## src/rtl/core/xeu_pkg.sv

```systemverilog
`timescale 1ns / 1ps
// ----------------------------------------------------------------------------
// xeu_pkg: shared types and tables for the XML entity unescape unit
// Entity prefix nodes, literal characters, the queue entry type and the
// lookup functions for prefix text, depth, transitions and replacements.
// ----------------------------------------------------------------------------
package xeu_pkg;

  localparam int unsigned XEU_CHAR_W = 8;
  localparam int unsigned XEU_QDEPTH = 4;
  localparam int unsigned XEU_QPTR_W = $clog2(XEU_QDEPTH);
  localparam int unsigned XEU_QCNT_W = $clog2(XEU_QDEPTH + 1);
  localparam int unsigned XEU_MAXSTR = 5;
  localparam int unsigned XEU_POS_W  = 3;

  typedef logic [XEU_CHAR_W-1:0] char_t;

  localparam char_t CH_AMP  = 8'h26;  // &
  localparam char_t CH_SEMI = 8'h3B;  // ;
  localparam char_t CH_QUOT = 8'h22;  // "
  localparam char_t CH_APOS = 8'h27;  // '
  localparam char_t CH_LT   = 8'h3C;  // <
  localparam char_t CH_GT   = 8'h3E;  // >
  localparam char_t CH_A    = 8'h61;
  localparam char_t CH_G    = 8'h67;
  localparam char_t CH_L    = 8'h6C;
  localparam char_t CH_M    = 8'h6D;
  localparam char_t CH_O    = 8'h6F;
  localparam char_t CH_P    = 8'h70;
  localparam char_t CH_Q    = 8'h71;
  localparam char_t CH_S    = 8'h73;
  localparam char_t CH_T    = 8'h74;
  localparam char_t CH_U    = 8'h75;
  localparam char_t CH_NUL  = 8'h00;

  // Entity prefix held so far
  typedef enum logic [3:0] {
    N_IDLE  = 4'd0,
    N_AND   = 4'd1,
    N_Q     = 4'd2,
    N_QU    = 4'd3,
    N_QUO   = 4'd4,
    N_QUOT  = 4'd5,
    N_A     = 4'd6,
    N_AP    = 4'd7,
    N_APO   = 4'd8,
    N_APOS  = 4'd9,
    N_AM    = 4'd10,
    N_AMP   = 4'd11,
    N_L     = 4'd12,
    N_LT    = 4'd13,
    N_G     = 4'd14,
    N_GT    = 4'd15
  } node_e;

  typedef logic [XEU_MAXSTR-1:0][XEU_CHAR_W-1:0] str_t;

  // One burst of output: literal text of a prefix node, then an optional byte
  typedef struct packed {
    node_e node;
    logic  has_x;
    char_t x;
    logic  last;
  } desc_t;

  function automatic logic [XEU_POS_W-1:0] node_depth(node_e n);
    logic [XEU_POS_W-1:0] d;
    case (n)
      N_IDLE:                   d = 3'd0;
      N_AND:                    d = 3'd1;
      N_Q, N_A, N_L, N_G:       d = 3'd2;
      N_QU, N_AP, N_AM, N_LT,
      N_GT:                     d = 3'd3;
      N_QUO, N_APO, N_AMP:      d = 3'd4;
      N_QUOT, N_APOS:           d = 3'd5;
      default:                  d = 3'd0;
    endcase
    return d;
  endfunction

  function automatic str_t node_str(node_e n);
    str_t s;
    case (n)
      N_AND:   s = {CH_NUL, CH_NUL, CH_NUL, CH_NUL, CH_AMP};
      N_Q:     s = {CH_NUL, CH_NUL, CH_NUL, CH_Q, CH_AMP};
      N_QU:    s = {CH_NUL, CH_NUL, CH_U, CH_Q, CH_AMP};
      N_QUO:   s = {CH_NUL, CH_O, CH_U, CH_Q, CH_AMP};
      N_QUOT:  s = {CH_T, CH_O, CH_U, CH_Q, CH_AMP};
      N_A:     s = {CH_NUL, CH_NUL, CH_NUL, CH_A, CH_AMP};
      N_AP:    s = {CH_NUL, CH_NUL, CH_P, CH_A, CH_AMP};
      N_APO:   s = {CH_NUL, CH_O, CH_P, CH_A, CH_AMP};
      N_APOS:  s = {CH_S, CH_O, CH_P, CH_A, CH_AMP};
      N_AM:    s = {CH_NUL, CH_NUL, CH_M, CH_A, CH_AMP};
      N_AMP:   s = {CH_NUL, CH_P, CH_M, CH_A, CH_AMP};
      N_L:     s = {CH_NUL, CH_NUL, CH_NUL, CH_L, CH_AMP};
      N_LT:    s = {CH_NUL, CH_NUL, CH_T, CH_L, CH_AMP};
      N_G:     s = {CH_NUL, CH_NUL, CH_NUL, CH_G, CH_AMP};
      N_GT:    s = {CH_NUL, CH_NUL, CH_T, CH_G, CH_AMP};
      default: s = '0;
    endcase
    return s;
  endfunction

  // Child of a prefix node on a byte; idle when there is none
  function automatic node_e node_child(node_e n, char_t c);
    node_e t;
    t = N_IDLE;
    case (n)
      N_AND: begin
        if (c == CH_Q) t = N_Q;
        else if (c == CH_A) t = N_A;
        else if (c == CH_L) t = N_L;
        else if (c == CH_G) t = N_G;
      end
      N_Q:    if (c == CH_U) t = N_QU;
      N_QU:   if (c == CH_O) t = N_QUO;
      N_QUO:  if (c == CH_T) t = N_QUOT;
      N_A: begin
        if (c == CH_P) t = N_AP;
        else if (c == CH_M) t = N_AM;
      end
      N_AP:   if (c == CH_O) t = N_APO;
      N_APO:  if (c == CH_S) t = N_APOS;
      N_AM:   if (c == CH_P) t = N_AMP;
      N_L:    if (c == CH_T) t = N_LT;
      N_G:    if (c == CH_T) t = N_GT;
      default: t = N_IDLE;
    endcase
    return t;
  endfunction

  // Replacement character for a complete name; NUL when incomplete
  function automatic char_t node_result(node_e n);
    char_t r;
    case (n)
      N_QUOT:  r = CH_QUOT;
      N_APOS:  r = CH_APOS;
      N_AMP:   r = CH_AMP;
      N_LT:    r = CH_LT;
      N_GT:    r = CH_GT;
      default: r = CH_NUL;
    endcase
    return r;
  endfunction

endpackage

```

## src/rtl/core/xeu_if.sv

```systemverilog
`timescale 1ns / 1ps
// ----------------------------------------------------------------------------
// xeu_if: request channels of the XML entity unescape unit
// Valid/ready channels for escaped input bytes and decoded output bytes.
// ----------------------------------------------------------------------------
interface xeu_in_if;
  import xeu_pkg::*;

  logic  valid;
  logic  ready;
  char_t in_char;
  logic  in_last;

  modport source (output valid, output in_char, output in_last, input ready);
  modport sink   (input valid, input in_char, input in_last, output ready);
endinterface

interface xeu_out_if;
  import xeu_pkg::*;

  logic  valid;
  logic  ready;
  char_t out_char;
  logic  out_last;

  modport source (output valid, output out_char, output out_last, input ready);
  modport sink   (input valid, input out_char, input out_last, output ready);
endinterface

```

## src/rtl/core/xeu_front.sv

```systemverilog
`timescale 1ns / 1ps
// ----------------------------------------------------------------------------
// xeu_front: entity prefix tracker
// Accepts input bytes, advances the prefix state and turns each byte into
// one output burst descriptor for the queue, unless it only extends a prefix.
// ----------------------------------------------------------------------------
module xeu_front (
  input  logic           clk_i,
  input  logic           rst_ni,
  xeu_in_if.sink         in_i,
  input  logic           q_full_i,
  output logic           push_o,
  output xeu_pkg::desc_t push_desc_o
);
  import xeu_pkg::*;

  node_e state_q, state_d;
  node_e child;
  node_e nstate;
  node_e pnode;
  logic  hx;
  char_t xc;
  char_t res;
  logic  accept;

  assign in_i.ready = !q_full_i;
  assign accept     = in_i.valid && !q_full_i;

  always_comb begin
    child  = node_child(state_q, in_i.in_char);
    res    = node_result(state_q);
    pnode  = N_IDLE;
    hx     = 1'b0;
    xc     = in_i.in_char;
    nstate = state_q;
    if (state_q != N_IDLE && in_i.in_char == CH_SEMI && res != CH_NUL) begin
      hx     = 1'b1;
      xc     = res;
      nstate = N_IDLE;
    end else if (state_q != N_IDLE && child != N_IDLE) begin
      nstate = child;
    end else begin
      pnode = state_q;
      if (in_i.in_char == CH_AMP) begin
        nstate = N_AND;
      end else begin
        hx     = 1'b1;
        nstate = N_IDLE;
      end
    end
    // flush a pending prefix on the final byte
    if (in_i.in_last && nstate != N_IDLE) begin
      if (pnode == N_IDLE) begin
        pnode = nstate;
      end else begin
        hx = 1'b1;
        xc = CH_AMP;
      end
      nstate = N_IDLE;
    end
    state_d = accept ? nstate : state_q;
  end

  assign push_o            = accept && (pnode != N_IDLE || hx);
  assign push_desc_o.node  = pnode;
  assign push_desc_o.has_x = hx;
  assign push_desc_o.x     = xc;
  assign push_desc_o.last  = in_i.in_last;

  always_ff @(posedge clk_i or negedge rst_ni) begin
    if (!rst_ni) begin
      state_q <= N_IDLE;
    end else begin
      state_q <= state_d;
    end
  end

`ifndef SYNTHESIS
  a_last_idle: assert property (@(posedge clk_i) disable iff (!rst_ni)
    (in_i.valid && in_i.ready && in_i.in_last) |=> (state_q == N_IDLE))
    else $error("prefix left pending after final byte");
  a_last_pushes: assert property (@(posedge clk_i) disable iff (!rst_ni)
    (in_i.valid && in_i.ready && in_i.in_last) |-> push_o)
    else $error("final byte produced no burst");
  a_push_accept: assert property (@(posedge clk_i) disable iff (!rst_ni)
    push_o |-> (in_i.valid && !q_full_i))
    else $error("burst pushed without an accepted byte");
`endif

endmodule

```

## src/rtl/core/xeu_queue.sv

```systemverilog
`timescale 1ns / 1ps
// ----------------------------------------------------------------------------
// xeu_queue: burst descriptor queue
// Short first-in first-out store between the prefix tracker and the emitter.
// ----------------------------------------------------------------------------
module xeu_queue (
  input  logic           clk_i,
  input  logic           rst_ni,
  input  logic           push_i,
  input  xeu_pkg::desc_t push_desc_i,
  output logic           full_o,
  input  logic           pop_i,
  output xeu_pkg::desc_t head_o,
  output logic           empty_o
);
  import xeu_pkg::*;

  desc_t                 mem_q [XEU_QDEPTH];
  logic [XEU_QPTR_W-1:0] wr_q, wr_d;
  logic [XEU_QPTR_W-1:0] rd_q, rd_d;
  logic [XEU_QCNT_W-1:0] cnt_q, cnt_d;
  logic                  do_push;
  logic                  do_pop;

  assign full_o  = (cnt_q == XEU_QCNT_W'(XEU_QDEPTH));
  assign empty_o = (cnt_q == '0);
  assign head_o  = mem_q[rd_q];
  assign do_push = push_i && !full_o;
  assign do_pop  = pop_i && !empty_o;

  always_comb begin
    wr_d  = do_push ? wr_q + 1'b1 : wr_q;
    rd_d  = do_pop ? rd_q + 1'b1 : rd_q;
    cnt_d = cnt_q;
    if (do_push && !do_pop) begin
      cnt_d = cnt_q + 1'b1;
    end else if (!do_push && do_pop) begin
      cnt_d = cnt_q - 1'b1;
    end
  end

  always_ff @(posedge clk_i or negedge rst_ni) begin
    if (!rst_ni) begin
      wr_q  <= '0;
      rd_q  <= '0;
      cnt_q <= '0;
    end else begin
      wr_q  <= wr_d;
      rd_q  <= rd_d;
      cnt_q <= cnt_d;
    end
  end

  always_ff @(posedge clk_i) begin
    if (do_push) begin
      mem_q[wr_q] <= push_desc_i;
    end
  end

`ifndef SYNTHESIS
  a_cnt_range: assert property (@(posedge clk_i) disable iff (!rst_ni)
    cnt_q <= XEU_QCNT_W'(XEU_QDEPTH))
    else $error("queue count out of range");
  a_no_overflow: assert property (@(posedge clk_i) disable iff (!rst_ni)
    !(push_i && full_o))
    else $error("push into full queue");
  a_no_underflow: assert property (@(posedge clk_i) disable iff (!rst_ni)
    !(pop_i && empty_o))
    else $error("pop from empty queue");
  a_ptr_track: assert property (@(posedge clk_i) disable iff (!rst_ni)
    (cnt_q == '0) |-> (wr_q == rd_q))
    else $error("pointers disagree on empty queue");
`endif

endmodule

```

## src/rtl/core/xeu_back.sv

```systemverilog
`timescale 1ns / 1ps
// ----------------------------------------------------------------------------
// xeu_back: burst emitter
// Expands the head descriptor into output bytes, one per cycle while the
// receiver is not stalling, into a registered output stage.
// ----------------------------------------------------------------------------
module xeu_back (
  input  logic           clk_i,
  input  logic           rst_ni,
  input  xeu_pkg::desc_t head_i,
  input  logic           empty_i,
  output logic           pop_o,
  xeu_out_if.source      out_o
);
  import xeu_pkg::*;

  logic [XEU_POS_W-1:0] pos_q, pos_d;
  logic [XEU_POS_W-1:0] depth;
  logic [XEU_POS_W-1:0] total;
  logic                 load;
  logic                 final_byte;
  str_t                 str;
  char_t                byte_v;
  logic                 valid_q, valid_d;
  char_t                char_q, char_d;
  logic                 last_q, last_d;

  always_comb begin
    depth      = node_depth(head_i.node);
    total      = depth + {{(XEU_POS_W-1){1'b0}}, head_i.has_x};
    str        = node_str(head_i.node);
    final_byte = (pos_q == total - 1'b1);
    byte_v     = (pos_q < depth) ? str[pos_q] : head_i.x;
    load       = !empty_i && (!valid_q || out_o.ready);
    pos_d      = pos_q;
    valid_d    = valid_q && !out_o.ready;
    char_d     = char_q;
    last_d     = last_q;
    if (load) begin
      valid_d = 1'b1;
      char_d  = byte_v;
      last_d  = head_i.last && final_byte;
      pos_d   = final_byte ? '0 : pos_q + 1'b1;
    end
  end

  assign pop_o          = load && final_byte;
  assign out_o.valid    = valid_q;
  assign out_o.out_char = char_q;
  assign out_o.out_last = last_q;

  always_ff @(posedge clk_i or negedge rst_ni) begin
    if (!rst_ni) begin
      valid_q <= 1'b0;
      pos_q   <= '0;
    end else begin
      valid_q <= valid_d;
      pos_q   <= pos_d;
    end
  end

  always_ff @(posedge clk_i) begin
    char_q <= char_d;
    last_q <= last_d;
  end

`ifndef SYNTHESIS
  a_pos_range: assert property (@(posedge clk_i) disable iff (!rst_ni)
    !empty_i |-> (pos_q < total))
    else $error("burst position beyond burst length");
  a_pos_rewind: assert property (@(posedge clk_i) disable iff (!rst_ni)
    pop_o |=> (pos_q == '0))
    else $error("position not rewound after burst");
  a_last_end: assert property (@(posedge clk_i) disable iff (!rst_ni)
    (load && !final_byte) |=> !last_q)
    else $error("last flag inside a burst");
`endif

endmodule

```

## src/rtl/core/xml_entity_unescape_unit.sv

```systemverilog
`timescale 1ns / 1ps
// ----------------------------------------------------------------------------
// xml_entity_unescape_unit: XML predefined entity decoder
// Replaces &quot; &apos; &amp; &lt; &gt; in a byte stream with their
// characters; any other text, broken names included, passes literally.
//
// in_i carries one escaped byte per request, with in_last on the final byte
// of a text. out_o carries decoded bytes, out_last on the final one.
// Input requests are taken one per cycle while the descriptor queue has
// room. Each input byte yields at most one burst of one to six output
// bytes; the emitter hands out one byte per cycle while the receiver is
// not stalling.
// The four-entry descriptor queue and the output register decouple both
// sides: a stalled receiver holds the output register, the queue fills and
// then in_i.ready drops. Reset clears the prefix state, the queue and the
// output valid flag; the block takes input as soon as reset is released.
// ----------------------------------------------------------------------------
module xml_entity_unescape_unit (
  input  logic      clk_i,
  input  logic      rst_ni,
  xeu_in_if.sink    in_i,
  xeu_out_if.source out_o
);
  import xeu_pkg::*;

  logic  q_full;
  logic  q_empty;
  logic  push;
  logic  pop;
  desc_t push_desc;
  desc_t head;

  xeu_front u_front (
    .clk_i       (clk_i),
    .rst_ni      (rst_ni),
    .in_i        (in_i),
    .q_full_i    (q_full),
    .push_o      (push),
    .push_desc_o (push_desc)
  );

  xeu_queue u_queue (
    .clk_i       (clk_i),
    .rst_ni      (rst_ni),
    .push_i      (push),
    .push_desc_i (push_desc),
    .full_o      (q_full),
    .pop_i       (pop),
    .head_o      (head),
    .empty_o     (q_empty)
  );

  xeu_back u_back (
    .clk_i   (clk_i),
    .rst_ni  (rst_ni),
    .head_i  (head),
    .empty_i (q_empty),
    .pop_o   (pop),
    .out_o   (out_o)
  );

endmodule
```

## src/flat_wrapper.sv

```systemverilog
// flat-port wrapper written by rule: the top's interface ports become plain ports
module xml_entity_unescape_unit_flat import xeu_pkg::*;
  (clk_i, rst_ni, in_i_valid, in_i_in_char, in_i_in_last, in_i_ready, out_o_valid, out_o_out_char, out_o_out_last, out_o_ready);
  xeu_in_if in_i_i ();
  xeu_out_if out_o_i ();
  input  logic clk_i;
  input  logic rst_ni;
  input wire logic [$bits(in_i_i.valid)-1:0] in_i_valid;
  input wire logic [$bits(in_i_i.in_char)-1:0] in_i_in_char;
  input wire logic [$bits(in_i_i.in_last)-1:0] in_i_in_last;
  output wire logic [$bits(in_i_i.ready)-1:0] in_i_ready;
  output wire logic [$bits(out_o_i.valid)-1:0] out_o_valid;
  output wire logic [$bits(out_o_i.out_char)-1:0] out_o_out_char;
  output wire logic [$bits(out_o_i.out_last)-1:0] out_o_out_last;
  input wire logic [$bits(out_o_i.ready)-1:0] out_o_ready;
  assign in_i_i.valid = in_i_valid;
  assign in_i_i.in_char = in_i_in_char;
  assign in_i_i.in_last = in_i_in_last;
  assign in_i_ready = in_i_i.ready;
  assign out_o_valid = out_o_i.valid;
  assign out_o_out_char = out_o_i.out_char;
  assign out_o_out_last = out_o_i.out_last;
  assign out_o_i.ready = out_o_ready;
  xml_entity_unescape_unit u_core (.clk_i(clk_i), .rst_ni(rst_ni), .in_i(in_i_i), .out_o(out_o_i));
endmodule
```

## config.mk

```make
export PLATFORM = sky130hd
export DESIGN_NAME = xml_entity_unescape_unit_flat
export DESIGN_NICKNAME = d
export VERILOG_FILES = /design/src/rtl/core/xeu_pkg.sv /design/src/rtl/core/xeu_if.sv /design/src/rtl/core/xeu_front.sv /design/src/rtl/core/xeu_queue.sv /design/src/rtl/core/xeu_back.sv /design/src/rtl/core/xml_entity_unescape_unit.sv /design/src/flat_wrapper.sv
export SDC_FILE = /design/constraint.sdc
export NUM_CORES = 1
export LEC_CHECK = 0
export BUFFER_PORTS_ARGS = -buffer_cell sky130_fd_sc_hd__buf_4
export CAP_MARGIN = 25
export CORE_MARGIN = 1
export CORE_UTILIZATION = 55
export CTS_BUF_LIST = sky130_fd_sc_hd__clkbuf_8 sky130_fd_sc_hd__clkbuf_16
export DETAILED_ROUTE_END_ITERATION = 8
export PLACE_DENSITY_LB_ADDON = 0.12
export SYNTH_ARGS = -nofsm -noshare
export SYNTH_HDL_FRONTEND = slang
export SYNTH_SLANG_ARGS = --single-unit
```

## constraint.sdc

```tcl
create_clock -name clk_i -period 4 [get_ports clk_i]
set_input_delay 0.8 -clock clk_i [delete_from_list [all_inputs] [get_ports clk_i]]
set_output_delay 0.8 -clock clk_i [all_outputs]
set_load 0.01 [all_outputs]
```

## Word-level counts from Yosys, hierarchy flattened

Memories as Yosys holds them, arrays and structs flattened.
Index checks and enable logic that the tools add are counted.
Widths: inputs -> output; s select.

| storage, ports and cells | value |
|---|---|
| bits in registers | 24 |
| bits in writable memories | 56 |
| ROM bits | 512 |
| input bits | 13 |
| output and inout bits | 11 |
| logic and storage cells | 120 |
| memories kept | 3 |

| operators by class | value |
|---|---|
| add/subtract/negate cells | 7 |
| $lt $le $gt $ge | 2 |
| eq/ne operators | 29 |
| mux-type cells | 41 |
| reductions and logical operators | 30 |

Memory list:

| memory | words | bits a word | rd ports | clocked after Yosys merged registers in | wr ports | line | text |
|---|---|---|---|---|---|---|---|
| (no name shown) | 16 | 29 | 1 | 0 | 0 | xeu_pkg.sv:83 | `case (n)` |
| u_core.u_queue.mem_q | 4 | 14 | 1 | 0 | 1 | xeu_queue.sv:18 | `desc_t mem_q [XEU_QDEPTH];` |
| (no name shown) | 16 | 3 | 1 | 0 | 0 | xeu_pkg.sv:68 | `case (n)` |

Operators with widths:

| operator | number |
|---|---|
| $eq 8x7->1 const B | 10 |
| $mux 4 | 18 |
| $mux 8 | 5 |
| $pmux 4 s10 | 1 |
| $eq 4x4->1 const B | 8 |
| $pmux 6 s5 | 1 |
| $bmux 8 s3 | 1 |
| $eq 4x3->1 const B | 4 |
| $eq 8x6->1 const B | 2 |
| $reduce_bool 4->1 | 4 |
| $mux 3 | 5 |
| $logic_and 1x1->1 | 14 |
| $mux 1 | 9 |
| $eq 4x2->1 const B | 2 |
| $reduce_bool 8->1 | 1 |
| $add 3x1->3 const B | 2 |
| $logic_not 1->1 | 6 |
| $sub 3x1->3 const B | 2 |
| $add 2x1->2 const B | 2 |
| $eq 4x1->1 const B | 1 |
| $logic_not 4->1 | 1 |
| $lt 3x4->1 const B | 1 |
| $add 3x1->3 | 1 |
| $eq 3x3->1 | 1 |
| other kinds (6) | 7 |

## Logic depth before layout (Yosys ltp)

| logic depth | value |
|---|---|
| word-level depth | 21 |
| depth in mapped cells | 18 |
| gate-level depth less buffers | 16 |

## Hierarchy

Synthesis repeated with hierarchy kept, for this count alone.

| second synthesis, totals | value |
|---|---|
| cells, all modules | 360 |
| area, all modules | 4493.1 sq um |

Modules (own cells, without submodules):

| module | times used | cells each | area each (sq um) | sequential area each (sq um) |
|---|---|---|---|---|
| xeu_queue | 1 | 109 | 2462.4 | 1856.8 |
| xeu_back | 1 | 142 | 1247.4 | 370.4 |
| xeu_front | 1 | 109 | 783.3 | 100.1 |

## Least setup slack after synthesis

Ideal clock, no wire load.

| timing path | value |
|---|---|
| path type | flip-flop to flip-flop |
| from | register u_core.u_queue.rd_q[0] |
| to | register u_core.u_queue.cnt_q[1] |
| library setup time | 125 ps |
| data arrival time | 3681 ps |
| required time | 3875 ps |
| setup slack | 194 ps |
| cell stages (with the launch flop) | 16 |
| buffers on the path | 2 |
| clock period less this slack | 3806 ps |
| cells stage by stage | dfrtp_1 > buf_2 > mux4_2 > clkbuf_1 > inv_1 > ha_1 > mux2i_1 > ha_1 > ha_1 > xnor2_1 > nor3_2 > nand2_1 > ha_1 > inv_1 > fa_1 > mux2_2 |

| on the way | value |
|---|---|
| word-level cells in the longest chain between the ends | 10 |
| elaborated cells on any way between the ends | 12 |
| classes of those cells | add/sub: 2; eq/ne: 1; mux: 1; reduce/logical: 6; memory: 2 |

RTL lines:

| element | line | text |
|---|---|---|
| start: declaration | xeu_queue.sv:20 | `logic [XEU_QPTR_W-1:0] rd_q, rd_d;` |
| start signal: assignment | xeu_queue.sv:49 | `rd_q <= rd_d;` |
| $mem_v2 4x14 (*) | -- |  |
| $mem_v2 16x3 | -- |  |
| $add 3x1->3 (*) | xeu_back.sv:30 | `total = depth + {{(XEU_POS_W-1){1'b0}}, head_i.has_x};` |
| $sub 3x1->3 (*) | xeu_back.sv:32 | `final_byte = (pos_q == total - 1'b1);` |
| $eq 3x3->1 (*) | xeu_back.sv:32 |  |
| $logic_and 1x1->1 (*) | xeu_back.sv:47 | `assign pop_o = load && final_byte;` |
| $logic_and 1x1->1 (*) | xeu_queue.sv:29 | `assign do_pop = pop_i && !empty_o;` |
| $logic_not 1->1 (*) | xeu_queue.sv:35 | `if (do_push && !do_pop) begin` |
| $logic_and 1x1->1 (*) | xeu_queue.sv:35 |  |
| $mux 3 (*) | xeu_queue.sv:35 |  |
| via u_core.u_queue.cnt_d[1] | xeu_queue.sv:21 | `logic [XEU_QCNT_W-1:0] cnt_q, cnt_d;` |
| end signal: assignment | xeu_queue.sv:50 | `cnt_q <= cnt_d;` |
| end: declaration | xeu_queue.sv:21 |  |

Mark *: on every way through the listed nets, which the timed path passes. The rest lies on a longest branch.
A chain may end at the register's enable or synchronous reset.

## Final worst setup path

| timing path | value |
|---|---|
| from | register u_core.u_queue.rd_q[0] |
| to | register u_core.u_queue.cnt_q[2] |

| on the way | value |
|---|---|
| word-level cells in the longest chain between the ends | 10 |
| elaborated cells on any way between the ends | 12 |
| classes of those cells | add/sub: 2; eq/ne: 1; mux: 1; reduce/logical: 6; memory: 2 |

RTL lines:

| element | line |
|---|---|
| $mem_v2 4x14 (*) | -- |
| $mem_v2 16x3 | -- |
| $add 3x1->3 (*) | xeu_back.sv:30 |
| $sub 3x1->3 (*) | xeu_back.sv:32 |
| $eq 3x3->1 (*) | xeu_back.sv:32 |
| $logic_and 1x1->1 (*) | xeu_back.sv:47 |
| $logic_and 1x1->1 (*) | xeu_queue.sv:29 |
| $logic_not 1->1 | xeu_queue.sv:35 |
| $logic_and 1x1->1 | xeu_queue.sv:35 |
| $mux 3 / $reduce_bool 2->1 (equally long branches) | -- |

Mark *: on every way between the ends. The rest lies on a longest branch, timed or not.

==> flow_metrics.env <==
export IMPL_outcome="complete, no violations"
export IMPL_grt_max_degree=19
export IMPL_max_freq_mhz=272
export IMPL_place_hpwl_mm=5.89
export IMPL_maxSlewHeadroom=0.449
export IMPL_routed_wl_mm=8.13
export IMPL_num_fill_cells=613
export IMPL_grt_overflow_total=0
export IMPL_synthXorXnorAreaFrac=0.0276
export IMPL_wl_met2_mm=4.13
export IMPL_drc_errors=0
export IMPL_mostFrequentLayoutCell="edfxtp_1"
export IMPL_placed_area_um2=4690
export IMPL_drtAntennaViolNets=0
export IMPL_ys_ff_latch=80
export IMPL_cp_top_family="adder cells"
export IMPL_clock_skew_ns=0.0100
export IMPL_hold_class="in2async"
export IMPL_cap_violations=0
export IMPL_dieWidth_um=91.4
export IMPL_met1Wirelength_mm=3.59
export IMPL_synth_mux_area_frac=0.0871
export IMPL_setup_viol=0
export IMPL_critPathKind="reg2reg"
export IMPL_power_total_mw=3.51
export IMPL_insertion_delay_ns=0.35
export IMPL_synth_edf_count=65
export IMPL_avgSynthCellArea_um2=12.5
export IMPL_synthAdderAreaFrac=0.0558
export IMPL_crit_path_max_fanout=10
export IMPL_cts_buffers=9
export IMPL_syn_area_um2=4400
export IMPL_postSynthCellCount=351
export IMPL_fin_cells=486
export IMPL_finalHoldViolCount=0
export IMPL_io_buffer_count=23
export IMPL_initial_core_util=0.569
export IMPL_postCtsSetupBuffers=0
export IMPL_dr_pass1_iters=4
export IMPL_via_per_inst=5.81
export IMPL_netlist_area_leader_share=0.444
export IMPL_cts_buffer_depth=2
export IMPL_arrival_ns=3.95
export IMPL_yosysWarnings=0
export IMPL_via_count=2825
export IMPL_power_density_nw_per_um2=721
export IMPL_synth_cell_types=73
export IMPL_clkSinkCount=80
export IMPL_synth_main_ff_cell="edfxtp_1"
export IMPL_cts_hold_buffers=0
export IMPL_io_pins=24
export IMPL_grt_pass1_wl_mm=13.8
export IMPL_synth_nets=383
export IMPL_period_share=0.919
export IMPL_grt_pass1_vias=2872
export IMPL_final_nets=411
export IMPL_die_area_um2=8360
export IMPL_period_minus_slack_ns=3.68
export IMPL_htree_levels=3
export IMPL_cp_cell_sequence="mux4_2 -> buf_4 -> ha_1 -> o22ai_1 -> ha_1 -> xor2_1 -> xnor2_1 -> nor3_2 -> nand2_1 -> ha_1 -> inv_1 -> fa_1 -> xor2_1 -> nor2_1 -> xor2_1"
export IMPL_wl_per_cell_um=16.7
export IMPL_slowest_stage="mux4_2"
export IMPL_cts_resized_gates=0
export IMPL_synth_area_top_cells="edfxtp_1, dfrtp_1, mux4_2"
export IMPL_cp_start_kind="register"
export IMPL_path_clk_slew_ns=0.08
export IMPL_dp_cells=470
export IMPL_yosysSeqAreaShare=0.529
export IMPL_leakagePower_nw=1.84
export IMPL_root_buffer="clkbuf_8"
export IMPL_path_buf_inv=2
export IMPL_route_met3_wl_um=288
export IMPL_synth_simple_gate_area_frac=0.131
export IMPL_finalInstanceArea_um2=4870
export IMPL_synth_compound_area_frac=0.124
export IMPL_maxSlewViolCount=0
export IMPL_ir_worst_vdd_v=0.000366
export IMPL_critPathCaptureType="register"
export IMPL_antennaDiodeCount=0
export IMPL_antenna_found_initial=0
export IMPL_fin_tns_setup_ns=0
export IMPL_async_flop_share=0.188
export IMPL_setup_ws_ns=0.324
export IMPL_area_delta_synth_final_pct=10.8
export IMPL_tightest_slew_ns=0.820
export IMPL_gp_congestion=0.889
export IMPL_preCtsSetupSlack_ns=0.243
export IMPL_die_h_um=91.4
export IMPL_initialDrtViolationCount=191
export IMPL_layout_drive_gt1_share=0.232
export IMPL_synth_top_family_by_area="simple AND/OR/NAND/NOR gates"
export IMPL_cts_tree="done"
export IMPL_slowest_delay_ns=0.56
export IMPL_grt_use_total=0.216
export IMPL_rsz0062_at_grt="false"
export IMPL_synth_top_area_cell="edfxtp_1"
export IMPL_final_cell_mix="edfxtp_1, buf_4, nand2_1, nor2_1, inv_1"
export IMPL_cp_required_ns=4.27
export IMPL_coreArea_um2=7730
export IMPL_row_count=32
export IMPL_highest_layer="met4"
[worst paths after layout]
kind                                              start                 endpoint  slack [ns]  depth (start not counted)
max in group asynchronous                        rst_ni   u_core.u_queue.rd_q[1]        3.52                          1
worst min register to register  u_core.u_queue.cnt_q[2]  u_core.u_queue.cnt_q[2]        0.52                          1
worst max register to register   u_core.u_queue.rd_q[0]  u_core.u_queue.cnt_q[2]        0.32                         15
worst min-delay path                             rst_ni   u_core.u_queue.wr_q[0]        0.30                          1
worst max-delay path             u_core.u_queue.rd_q[0]  u_core.u_queue.cnt_q[2]        0.32                         15
min in group clk_i              u_core.u_queue.cnt_q[2]  u_core.u_queue.cnt_q[2]        0.52                          1
[cell type report]
class / instances / area (um2) / share of cell area
Sequential cell: 80 / 2330 / 0.478
Timing Repair Buffer: 38 / 285 / 0.0586
Inverter: 21 / 78.8 / 0.0162
Multi-Input combinational cell: 229 / 1870 / 0.384
Clock inverter: 7 / 57.6 / 0.0118
Tap cell: 102 / 128 / 0.0262
Clock buffer: 9 / 124 / 0.0254
[flip-flops by register name (all words and copies together) (netlist names)]
| register | cells |
|---|---|
| u_core.u_queue.cnt_q | 3 |
| u_core.u_queue.rd_q | 2 |
| u_core.u_back.out_o.out_char | 8 |
| u_core.u_front.state_q | 4 |
| u_core.u_back.out_o.out_last | 1 |
| u_core.u_queue.wr_q | 2 |
| u_core.u_queue.mem_q | 56 |
| u_core.u_back.out_o.valid | 1 |
| u_core.u_back.pos_q | 3 |
[logic make-up (layout without fill, tap and decap cells)]
logic type / after synthesis / after routing
adders and majority gates: 19 / 19
and+or+nand+nor: 103 / 103
AOI/OAI and AO/OA: 74 / 74
xor gates and xnor gates: 13 / 13
muxes: 20 / 20
buffers and inverters: 42 / 75
DFF: 80 / 80
[per-layer routing]
layer	track usage	vias to the layer above
met5	0	-
met4	0.0873	0
met3	0.0402	12
met2	0.368	80
met1	0.272	1359
li1	-	1374
[cells in the mapped netlist, drive strengths merged, types with 3 or more instances]
cell type	instances
nand3b	3
ha	18
a31oi	3
o22ai	5
xor2	5
and2	10
nor3	8
o211ai	3
nor2b	4
inv	20
nand2	27
edfxtp	65
nor2	22
nand2b	6
mux2	3
xnor2	8
mux4	14
nand4	3
clkbuf	8
a22o	5
a211oi	3
dfrtp	15
a21oi	15
buf	13
a32o	3
o21ai	18
nand3	5
mux2i	3
[report_power, final]
| group | switching (mW) | internal, mW | total (mW) |
|---|---|---|---|
| Combinational | 0.878 | 0.794 | 1.67 |
| Sequential | 0.138 | 1.17 | 1.31 |
| Clock | 0.301 | 0.230 | 0.531 |
[metrics by stage]
stage	hold slack, ns	utilization
3_3_place_gp	0.483	0.607
6_report	0.298	0.630
3_5_place_dp	0.509	0.607
5_1_grt	0.293	0.630
4_1_cts	0.286	0.630
2_1_floorplan	0.464	-
(Power assumes the default switching activity.)
